--- config.mk ---
export PLATFORM = sky130hd
export DESIGN_NAME = arp_cache_and_responder
export DESIGN_NICKNAME = d
export VERILOG_FILES = /design/src/rtl/core/arpc_pkg.sv /design/src/rtl/core/arpc_front.sv /design/src/rtl/core/arpc_back.sv /design/src/rtl/core/arp_cache_and_responder.sv
export SDC_FILE = /design/constraint.sdc
export NUM_CORES = 2
export LEC_CHECK = 0
export BUFFER_PORTS_ARGS = -buffer_cell sky130_fd_sc_hd__buf_2
export CAP_MARGIN = 20
export CORE_MARGIN = 1.5
export CORE_UTILIZATION = 50
export DETAILED_ROUTE_END_ITERATION = 7
export GPL_ROUTABILITY_DRIVEN = 0
export HOLD_SLACK_MARGIN = 0.05
export PLACE_DENSITY = 0.69
export SYNTH_ARGS = -nofsm -noshare
export SYNTH_HDL_FRONTEND = slang
export SYNTH_SLANG_ARGS = --single-unit
--- constraint.sdc ---
create_clock -name clock -period 13.22 [get_ports clock]
set_input_delay 2.644 -clock clock [delete_from_list [all_inputs] [get_ports clock]]
set_output_delay 2.644 -clock clock [all_outputs]
set_load 0.005 [all_outputs]
--- src/rtl/core/arpc_pkg.sv ---
// Shared types and constants for the ARP cache and responder.
// Holds the transaction structs and the protocol and cache-action codes.
// No dependencies.
`timescale 1ns / 1ps

package arpc_pkg;

   // ARP field codes, host order
   localparam logic [15:0] HW_ETHERNET = 16'h0001;
   localparam logic [15:0] PROTO_IPV4  = 16'h0800;
   localparam logic [15:0] OP_REQUEST  = 16'h0001;
   localparam logic [15:0] OP_REPLY    = 16'h0002;

   // Cache actions reported with each result
   localparam logic [1:0] ACT_NONE      = 2'd0;
   localparam logic [1:0] ACT_REFRESH   = 2'd1;
   localparam logic [1:0] ACT_FILL      = 2'd2;
   localparam logic [1:0] ACT_OVERWRITE = 2'd3;

   localparam int SLOT_W = 5;

   typedef struct packed {
      logic [15:0] hw_type;
      logic [15:0] proto_type;
      logic [15:0] op_code;
      logic [47:0] sender_mac;
      logic [31:0] sender_ip;
      logic [31:0] target_ip;
   } req_type;

   typedef struct packed {
      logic              accepted;
      logic [1:0]        cache_action;
      logic [SLOT_W-1:0] cache_slot;
      logic              send_reply;
      logic [47:0]       reply_mac;
      logic [31:0]       reply_ip;
      logic              reply_for_us;
   } rsp_type;

   // Classified packet handed from the front to the back
   typedef struct packed {
      logic        learn;
      logic        send_reply;
      logic        reply_for_us;
      logic [47:0] sender_mac;
      logic [31:0] sender_ip;
   } cmd_type;

endpackage

--- src/rtl/core/arpc_front.sv ---
// Front end: own-IP register, packet classification and a two-entry command queue.
// Depends on arpc_pkg.
`timescale 1ns / 1ps

module arpc_front (
   input  logic              clock,
   input  logic              reset,
   input  logic              csr_wr_en,
   input  logic [31:0]       csr_wr_data,
   input  logic              req_valid,
   output logic              req_ready,
   input  arpc_pkg::req_type req_data,
   output logic              cmd_valid,
   input  logic              cmd_ready,
   output arpc_pkg::cmd_type cmd_data
);

   logic [31:0]       own_ip_ff;
   arpc_pkg::cmd_type cls;
   logic              type_ok;
   logic              for_us;
   arpc_pkg::cmd_type queue_ff [2];
   logic              wr_ptr_ff, wr_ptr_in;
   logic              rd_ptr_ff, rd_ptr_in;
   logic [1:0]        count_ff, count_in;
   logic              push;
   logic              pop;

   // Hold the interface address
   always_ff @(posedge clock) begin
      if (reset) begin
         own_ip_ff <= 32'd0;
      end else if (csr_wr_en) begin
         own_ip_ff <= csr_wr_data;
      end
   end

   // Classify the incoming packet
   always_comb begin
      type_ok = (req_data.hw_type == arpc_pkg::HW_ETHERNET) &&
                (req_data.proto_type == arpc_pkg::PROTO_IPV4);
      for_us  = type_ok && (req_data.target_ip == own_ip_ff);
      cls.learn        = type_ok;
      cls.send_reply   = for_us && (req_data.op_code == arpc_pkg::OP_REQUEST);
      cls.reply_for_us = for_us && (req_data.op_code == arpc_pkg::OP_REPLY);
      cls.sender_mac   = req_data.sender_mac;
      cls.sender_ip    = req_data.sender_ip;
   end

   // Queue control
   assign req_ready = (count_ff != 2'd2);
   assign cmd_valid = (count_ff != 2'd0);
   assign cmd_data  = queue_ff[rd_ptr_ff];
   assign push      = req_valid && req_ready;
   assign pop       = cmd_valid && cmd_ready;

   always_comb begin
      wr_ptr_in = push ? ~wr_ptr_ff : wr_ptr_ff;
      rd_ptr_in = pop ? ~rd_ptr_ff : rd_ptr_ff;
      count_in  = count_ff;
      if (push && !pop) begin
         count_in = count_ff + 2'd1;
      end else if (pop && !push) begin
         count_in = count_ff - 2'd1;
      end
   end

   always_ff @(posedge clock) begin
      if (reset) begin
         wr_ptr_ff <= 1'b0;
         rd_ptr_ff <= 1'b0;
         count_ff  <= 2'd0;
      end else begin
         wr_ptr_ff <= wr_ptr_in;
         rd_ptr_ff <= rd_ptr_in;
         count_ff  <= count_in;
      end
   end

   // Store the classified transaction
   always_ff @(posedge clock) begin
      if (push) begin
         queue_ff[wr_ptr_ff] <= cls;
      end
   end

endmodule

--- src/rtl/core/arpc_back.sv ---
// Back end: ARP cache (valid bits and IP per entry), match and write-back,
// and the result register. Depends on arpc_pkg.
`timescale 1ns / 1ps

module arpc_back #(
   parameter int CACHE_ENTRIES = 32
) (
   input  logic              clock,
   input  logic              reset,
   input  logic              cmd_valid,
   output logic              cmd_ready,
   input  arpc_pkg::cmd_type cmd_data,
   output logic              rsp_valid,
   input  logic              rsp_ready,
   output arpc_pkg::rsp_type rsp_data
);

   localparam int IDX_W = $clog2(CACHE_ENTRIES);
   localparam logic [IDX_W-1:0] LAST_IDX = IDX_W'(CACHE_ENTRIES - 1);

   // Lowest set bit of a vector
   function automatic logic [IDX_W-1:0] first_set(input logic [CACHE_ENTRIES-1:0] v);
      logic [IDX_W-1:0] r;
      r = '0;
      for (int i = CACHE_ENTRIES - 1; i >= 0; i--) begin
         if (v[i]) begin
            r = IDX_W'(i);
         end
      end
      return r;
   endfunction

   logic [CACHE_ENTRIES-1:0] valid_ff, valid_in;
   logic [31:0]              entry_ip_ff [CACHE_ENTRIES];
   logic [CACHE_ENTRIES-1:0] hit_ff;
   logic [CACHE_ENTRIES-1:0] free_ff;
   arpc_pkg::cmd_type        cmd_ff;
   logic                     busy_ff, busy_in;
   logic                     rsp_valid_ff, rsp_valid_in;
   arpc_pkg::rsp_type        rsp_ff;
   arpc_pkg::rsp_type        rsp_in;
   logic                     pop;
   logic                     commit;
   logic                     any_hit;
   logic                     any_free;
   logic [IDX_W-1:0]         wr_idx;
   logic                     wr_en;

   // One transaction in flight: compare on pop, write back on commit
   assign cmd_ready = !busy_ff;
   assign pop       = cmd_valid && !busy_ff;
   assign commit    = busy_ff && (!rsp_valid_ff || rsp_ready);
   assign busy_in   = pop || (busy_ff && !commit);

   // Compare the sender IP against every entry
   always_ff @(posedge clock) begin
      if (pop) begin
         cmd_ff  <= cmd_data;
         free_ff <= ~valid_ff;
         for (int i = 0; i < CACHE_ENTRIES; i++) begin
            hit_ff[i] <= valid_ff[i] && (entry_ip_ff[i] == cmd_data.sender_ip);
         end
      end
   end

   // Pick the entry to write
   always_comb begin
      any_hit  = |hit_ff;
      any_free = |free_ff;
      if (any_hit) begin
         wr_idx = first_set(hit_ff);
      end else if (any_free) begin
         wr_idx = first_set(free_ff);
      end else begin
         wr_idx = LAST_IDX;
      end
      wr_en = commit && cmd_ff.learn && !any_hit;

      valid_in = valid_ff;
      if (wr_en) begin
         valid_in[wr_idx] = 1'b1;
      end
   end

   // Build the result
   always_comb begin
      rsp_in = '0;
      if (cmd_ff.learn) begin
         rsp_in.accepted   = 1'b1;
         rsp_in.cache_slot = arpc_pkg::SLOT_W'(wr_idx);
         if (any_hit) begin
            rsp_in.cache_action = arpc_pkg::ACT_REFRESH;
         end else if (any_free) begin
            rsp_in.cache_action = arpc_pkg::ACT_FILL;
         end else begin
            rsp_in.cache_action = arpc_pkg::ACT_OVERWRITE;
         end
         rsp_in.reply_for_us = cmd_ff.reply_for_us;
         if (cmd_ff.send_reply) begin
            rsp_in.send_reply = 1'b1;
            rsp_in.reply_mac  = cmd_ff.sender_mac;
            rsp_in.reply_ip   = cmd_ff.sender_ip;
         end
      end
   end

   // Write the entry IP; the MAC of an entry has no reader here
   always_ff @(posedge clock) begin
      if (wr_en) begin
         entry_ip_ff[wr_idx] <= cmd_ff.sender_ip;
      end
   end

   assign rsp_valid_in = commit || (rsp_valid_ff && !rsp_ready);

   always_ff @(posedge clock) begin
      if (reset) begin
         valid_ff     <= '0;
         busy_ff      <= 1'b0;
         rsp_valid_ff <= 1'b0;
      end else begin
         valid_ff     <= valid_in;
         busy_ff      <= busy_in;
         rsp_valid_ff <= rsp_valid_in;
      end
   end

   // Hold the result until taken
   always_ff @(posedge clock) begin
      if (commit) begin
         rsp_ff <= rsp_in;
      end
   end

   assign rsp_valid = rsp_valid_ff;
   assign rsp_data  = rsp_ff;

endmodule

--- src/rtl/core/arp_cache_and_responder.sv ---
// ARP cache and responder, top level. A request passes the queue register and
// then the compare/write-back stage before its result is valid. The back end takes
// a new transaction only after the last one has committed, set by the cache compare
// and write-back sequence. Synchronous active-high reset clears own IP to 0,
// empties the queue and marks every cache entry free in the same cycle.
`timescale 1ns / 1ps

module arp_cache_and_responder #(
   parameter int CACHE_ENTRIES = 32
) (
   input  logic              clock,
   input  logic              reset,
   input  logic              csr_wr_en,
   input  logic [31:0]       csr_wr_data,
   input  logic              req_valid,
   output logic              req_ready,
   input  arpc_pkg::req_type req_data,
   output logic              rsp_valid,
   input  logic              rsp_ready,
   output arpc_pkg::rsp_type rsp_data
);

   logic              cmd_valid;
   logic              cmd_ready;
   arpc_pkg::cmd_type cmd_data;

   // Classify and queue
   arpc_front u_front (
      .clock       (clock),
      .reset       (reset),
      .csr_wr_en   (csr_wr_en),
      .csr_wr_data (csr_wr_data),
      .req_valid   (req_valid),
      .req_ready   (req_ready),
      .req_data    (req_data),
      .cmd_valid   (cmd_valid),
      .cmd_ready   (cmd_ready),
      .cmd_data    (cmd_data)
   );

   // Learn and respond
   arpc_back #(
      .CACHE_ENTRIES (CACHE_ENTRIES)
   ) u_back (
      .clock     (clock),
      .reset     (reset),
      .cmd_valid (cmd_valid),
      .cmd_ready (cmd_ready),
      .cmd_data  (cmd_data),
      .rsp_valid (rsp_valid),
      .rsp_ready (rsp_ready),
      .rsp_data  (rsp_data)
   );

endmodule

==> out/qor_table.md <==
| Group | Item | Value |
| --- | --- | --- |
| synth | Fraction of post-synthesis cell area in the top cell type by area | 70.5% |
| clock tree | Sink count of the clock tree | 1498 |
| synth | Synth cell types | 64 |
| clock tree | Cts-stage hold buffer count | 0 |
| sta | Fin Clk Skew | 0.0615 ns |
| synth | Number of flip-flops and latches in the synthesized netlist | 1498 |
| hold path | Class of the worst hold path | register to register |
| placement | Count of input and output buffers | 288 |
| synth | Net count of the mapped netlist | 3854 |
| synth | Avg Inst Size Synth | 16.6 um^2 |
| die | Die area | 124000 um^2 |
| placement | Placed inst area | 64800 um^2 |
| grt | Residual overflow from global routing | 0 |
| grt | Via count of the first global-routing pass | 33694 |
| setup path | Data arrival time at the worst-slack endpoint | 5.12 ns |
| setup path | CP endpoint kind | register |
| synth | Count of warnings emitted by yosys | 0 |
| power and ir drop | PD cells | 209 nW/um^2 |
| synth | Instance count of the mapped netlist | 3656 |
| clock tree | Maximum number of buffers from clock root to sink | 3 |
| layout | Fraction of layout cells with a size suffix above 1 | 18.5% |
| sta | Count of final hold-check violations | 0 |
| grt | Global routing usage summed across all routing layers | 29.2% |
| setup path | Startpoint Class | primary input |
| die | Height of the chip | 352 um |
| layout | NumNets Final | 4289 |
| flow run | Max capacitance violation total | 0 |
| power and ir drop | Static Leak | 23.8 nW |
| sta | Fin crit period | 4.71 ns |
| die | # rows | 127 |
| synth | Combined area of all synthesized cells | 60700 um^2 |
| die | Chip width | 352 um |
| clock tree | Clock transition time at the flip-flop clock pins of the worst setup and hold paths | 0.06 ns |
| route | Average wire per standard cell | 31.2 um |
| sta | Final setup violation count | 0 |
| route | Number of vias in the routed layout | 34992 |
| clock tree | Later-pin clock latency in the skew report | 0.80 ns |
| sta | Achievable frequency | 0.212 GHz |
| sta | Unrepaired setup endpoints after global routing | false |
| clock tree | CTS tree | built |
| route | Detailed router's first-iteration violation count | 5515 |
| sta | Share of the clock period used by the worst path | 35.6% |
| synth | Share of synthesized flip-flops with an asynchronous set or reset | 0% |
| die | Top-Level Pins | 289 |
| clock tree | Depth of the CTS H-tree | 4 |
| layout | Layout-stage area growth over the synthesis result | 14.8% |
| setup path | Critical path class | primary input to register |
| route | Final ANT Viol Nets | 0 |
| clock tree | Post-cts resize count | 0 |
| sta | Headroom to the max-slew limit | 20.6% |
| route | Vias/cell | 6.00 |
| die | Effective utilization at floorplan | 50.6% |
| clock tree | Num CTS Buffers | 153 |
| grt | Initial antenna violation count | 18 |
| route | DRC Markers | 0 |
| setup path | Required time reported for the critical path endpoint | 13.63 ns |
| clock tree | Buffer cell driving the clock tree root | sky130_fd_sc_hd__clkbuf_16 |
| route | Sum of routed wire length over all layers | 182000 um |
| layout | Post-route standard cell area excluding fillers | 69700 um^2 |
| die | Core box area | 120000 um^2 |
| sta | Slew at the pin closest to its max-slew limit | 1.19 ns |
| synth | Biggest area consumer among synthesized cells | sky130_fd_sc_hd__edfxtp_1 |
| grt | Wire length of the first global-routing pass | 249000 um |
| outcome | Outcome | complete, no violations |
| synth | Most common cell in the netlist | sky130_fd_sc_hd__edfxtp_1 |
| placement | DP HPWL | 97300 um |
| sta | Pins over their slew limit | 0 |
| clock tree | Number of post-CTS setup repair buffers | 0 |
| route | Drt first pass iters | 6 |
| synth | Commonest cells post-synth | sky130_fd_sc_hd__edfxtp_1, sky130_fd_sc_hd__xor2_1, sky130_fd_sc_hd__nand4_1, sky130_fd_sc_hd__xnor2_1, sky130_fd_sc_hd__nor4_1 |
| synth | Most common flop cell mapped by yosys | sky130_fd_sc_hd__edfxtp_1 |
| synth | Number of enable flip-flop cells after synthesis | 1427 |
| sta | Aggregate negative setup slack | 0 ns |
| grt | Maximum number of pins on one net before global-route repair | 87 |
| setup path | Worst-path maximum fanout | 32 |
| synth | Sequential share of the synthesized area | 72.9% |
| power and ir drop | Peak ir drop on the vdd network | 0.000153 V |
| synth | Most area-consuming cells after synthesis | sky130_fd_sc_hd__edfxtp_1, sky130_fd_sc_hd__xor2_1, sky130_fd_sc_hd__nand4_1, sky130_fd_sc_hd__dfxtp_1, sky130_fd_sc_hd__xnor2_1 |
==> final cells by class <==
type / count / area (um^2)
clock buffer: 216 / 4280
timing repair buffer: 426 / 2560
tap: 1612 / 2020
sequential: 1498 / 44300
fill: 9190 / 50400
antenna: 1 / 2.50
inverter: 77 / 294
multi-input combinational: 1935 / 15600
clock inverter: 66 / 647
==> per-stage QoR <==
| step | util [%] | setup slack, ns | total power [W] | hold WS (ns) | std cells |
|---|---|---|---|---|---|
| 6_report | 58.0 | 8.51 | 0.0146 | 0.463 | 5831 |
| 5_1_grt | 58.0 | 8.38 | 0.0148 | 0.495 | 5831 |
| 4_1_cts | 58.0 | 8.65 | 0.0145 | 0.464 | 5829 |
| 3_5_place_dp | 53.9 | 7.88 | 0.0103 | 0.448 | 5547 |
| 3_3_place_gp | 53.9 | 7.95 | 0.0102 | 0.444 | 5546 |
| 2_1_floorplan | - | 0.622 | 0.00823 | 0.424 | 3656 |
==> registers in the layout, summed over array words and instances (netlist names), named ones only <==
register and cells:
u_back.free_ff 32, u_front.own_ip_ff 32, u_front.queue_ff 166, u_front.rd_ptr_ff 1
u_back.cmd_ff 83, u_back.hit_ff 32, u_back.busy_ff 1, u_back.rsp_data 90
u_back.entry_ip_ff 1024, u_front.count_ff 2, u_back.valid_ff 32, u_back.rsp_valid 1
u_front.wr_ptr_ff 1
==> worst paths after layout <==
path | startpoint | to | slack [ns] | cells past startpoint
setup / recovery | rsp_ready | u_back.entry_ip_ff[17][1]$_DFFE_PP_ | 8.51 | 8
hold / removal | u_back.cmd_ff[7]$_DFFE_PP_ | u_back.entry_ip_ff[6][7]$_DFFE_PP_ | 0.46 | 0
setup reg to reg | register | u_back.hit_ff[12]$_DFFE_PP_ | 8.54 | 9
hold reg to reg | u_back.cmd_ff[7]$_DFFE_PP_ | u_back.entry_ip_ff[6][7]$_DFFE_PP_ | 0.46 | 0
==> layer usage <==
| metal | vias to the layer above | part of all wire [%] | track usage (%) |
|---|---|---|---|
| li1 | 14454 | - | - |
| met1 | 17696 | 37 | 40.4 |
| met2 | 2444 | 47 | 46.1 |
| met3 | 398 | 13 | 5.62 |
| met4 | 0 | 3.7 | 10.7 |
| met5 | - | 0 | 0 |
==> logic make-up (layout without fill, tap and decap cells) <==
logic type	count (synthesis)	in the layout	synth area share, %
xor gates and xnor gates	1055	1055	15.2
DFF	1498	1498	72.9
other	0	1	0
AOI/OAI and AO/OA	92	92	1.22
and+or+nand+nor	672	672	6.45
muxes	115	115	2.44
buffers and inverters	223	785	1.78
adders and majority gates	1	1	0.0206
==> cell usage in the layout (no fill, tap or decap), types with 47 or more instances in the layout <==
cell and instances:
sky130_fd_sc_hd__and3_1 80, sky130_fd_sc_hd__buf_2 287, sky130_fd_sc_hd__buf_4 133, sky130_fd_sc_hd__clkbuf_1 47, sky130_fd_sc_hd__clkbuf_16 158, sky130_fd_sc_hd__dfxtp_1 70, sky130_fd_sc_hd__edfxtp_1 1427, sky130_fd_sc_hd__inv_1 76
sky130_fd_sc_hd__mux2_2 51, sky130_fd_sc_hd__nand4_1 231, sky130_fd_sc_hd__nor2_1 68, sky130_fd_sc_hd__nor4_1 125, sky130_fd_sc_hd__xnor2_1 152, sky130_fd_sc_hd__xor2_1 903
==> where the power goes <==
part | internal, W | total [W] | switching, W
Clock | 0.00243 | 0.00425 | 0.00182
Combinational | 0.000885 | 0.00380 | 0.00292
Sequential | 0.00614 | 0.00650 | 0.000358
==> worst max-delay path, cell delays in order <==
cell and delay, ns:
sky130_fd_sc_hd__buf_2 0.09, sky130_fd_sc_hd__inv_1 0.07, sky130_fd_sc_hd__a21boi_4 0.29, sky130_fd_sc_hd__nand3_1 0.23
sky130_fd_sc_hd__nor3_2 0.54, sky130_fd_sc_hd__nand3b_1 0.56, sky130_fd_sc_hd__nor2_2 0.26, sky130_fd_sc_hd__buf_4 0.41
Power figures use the tool's default switching activity.
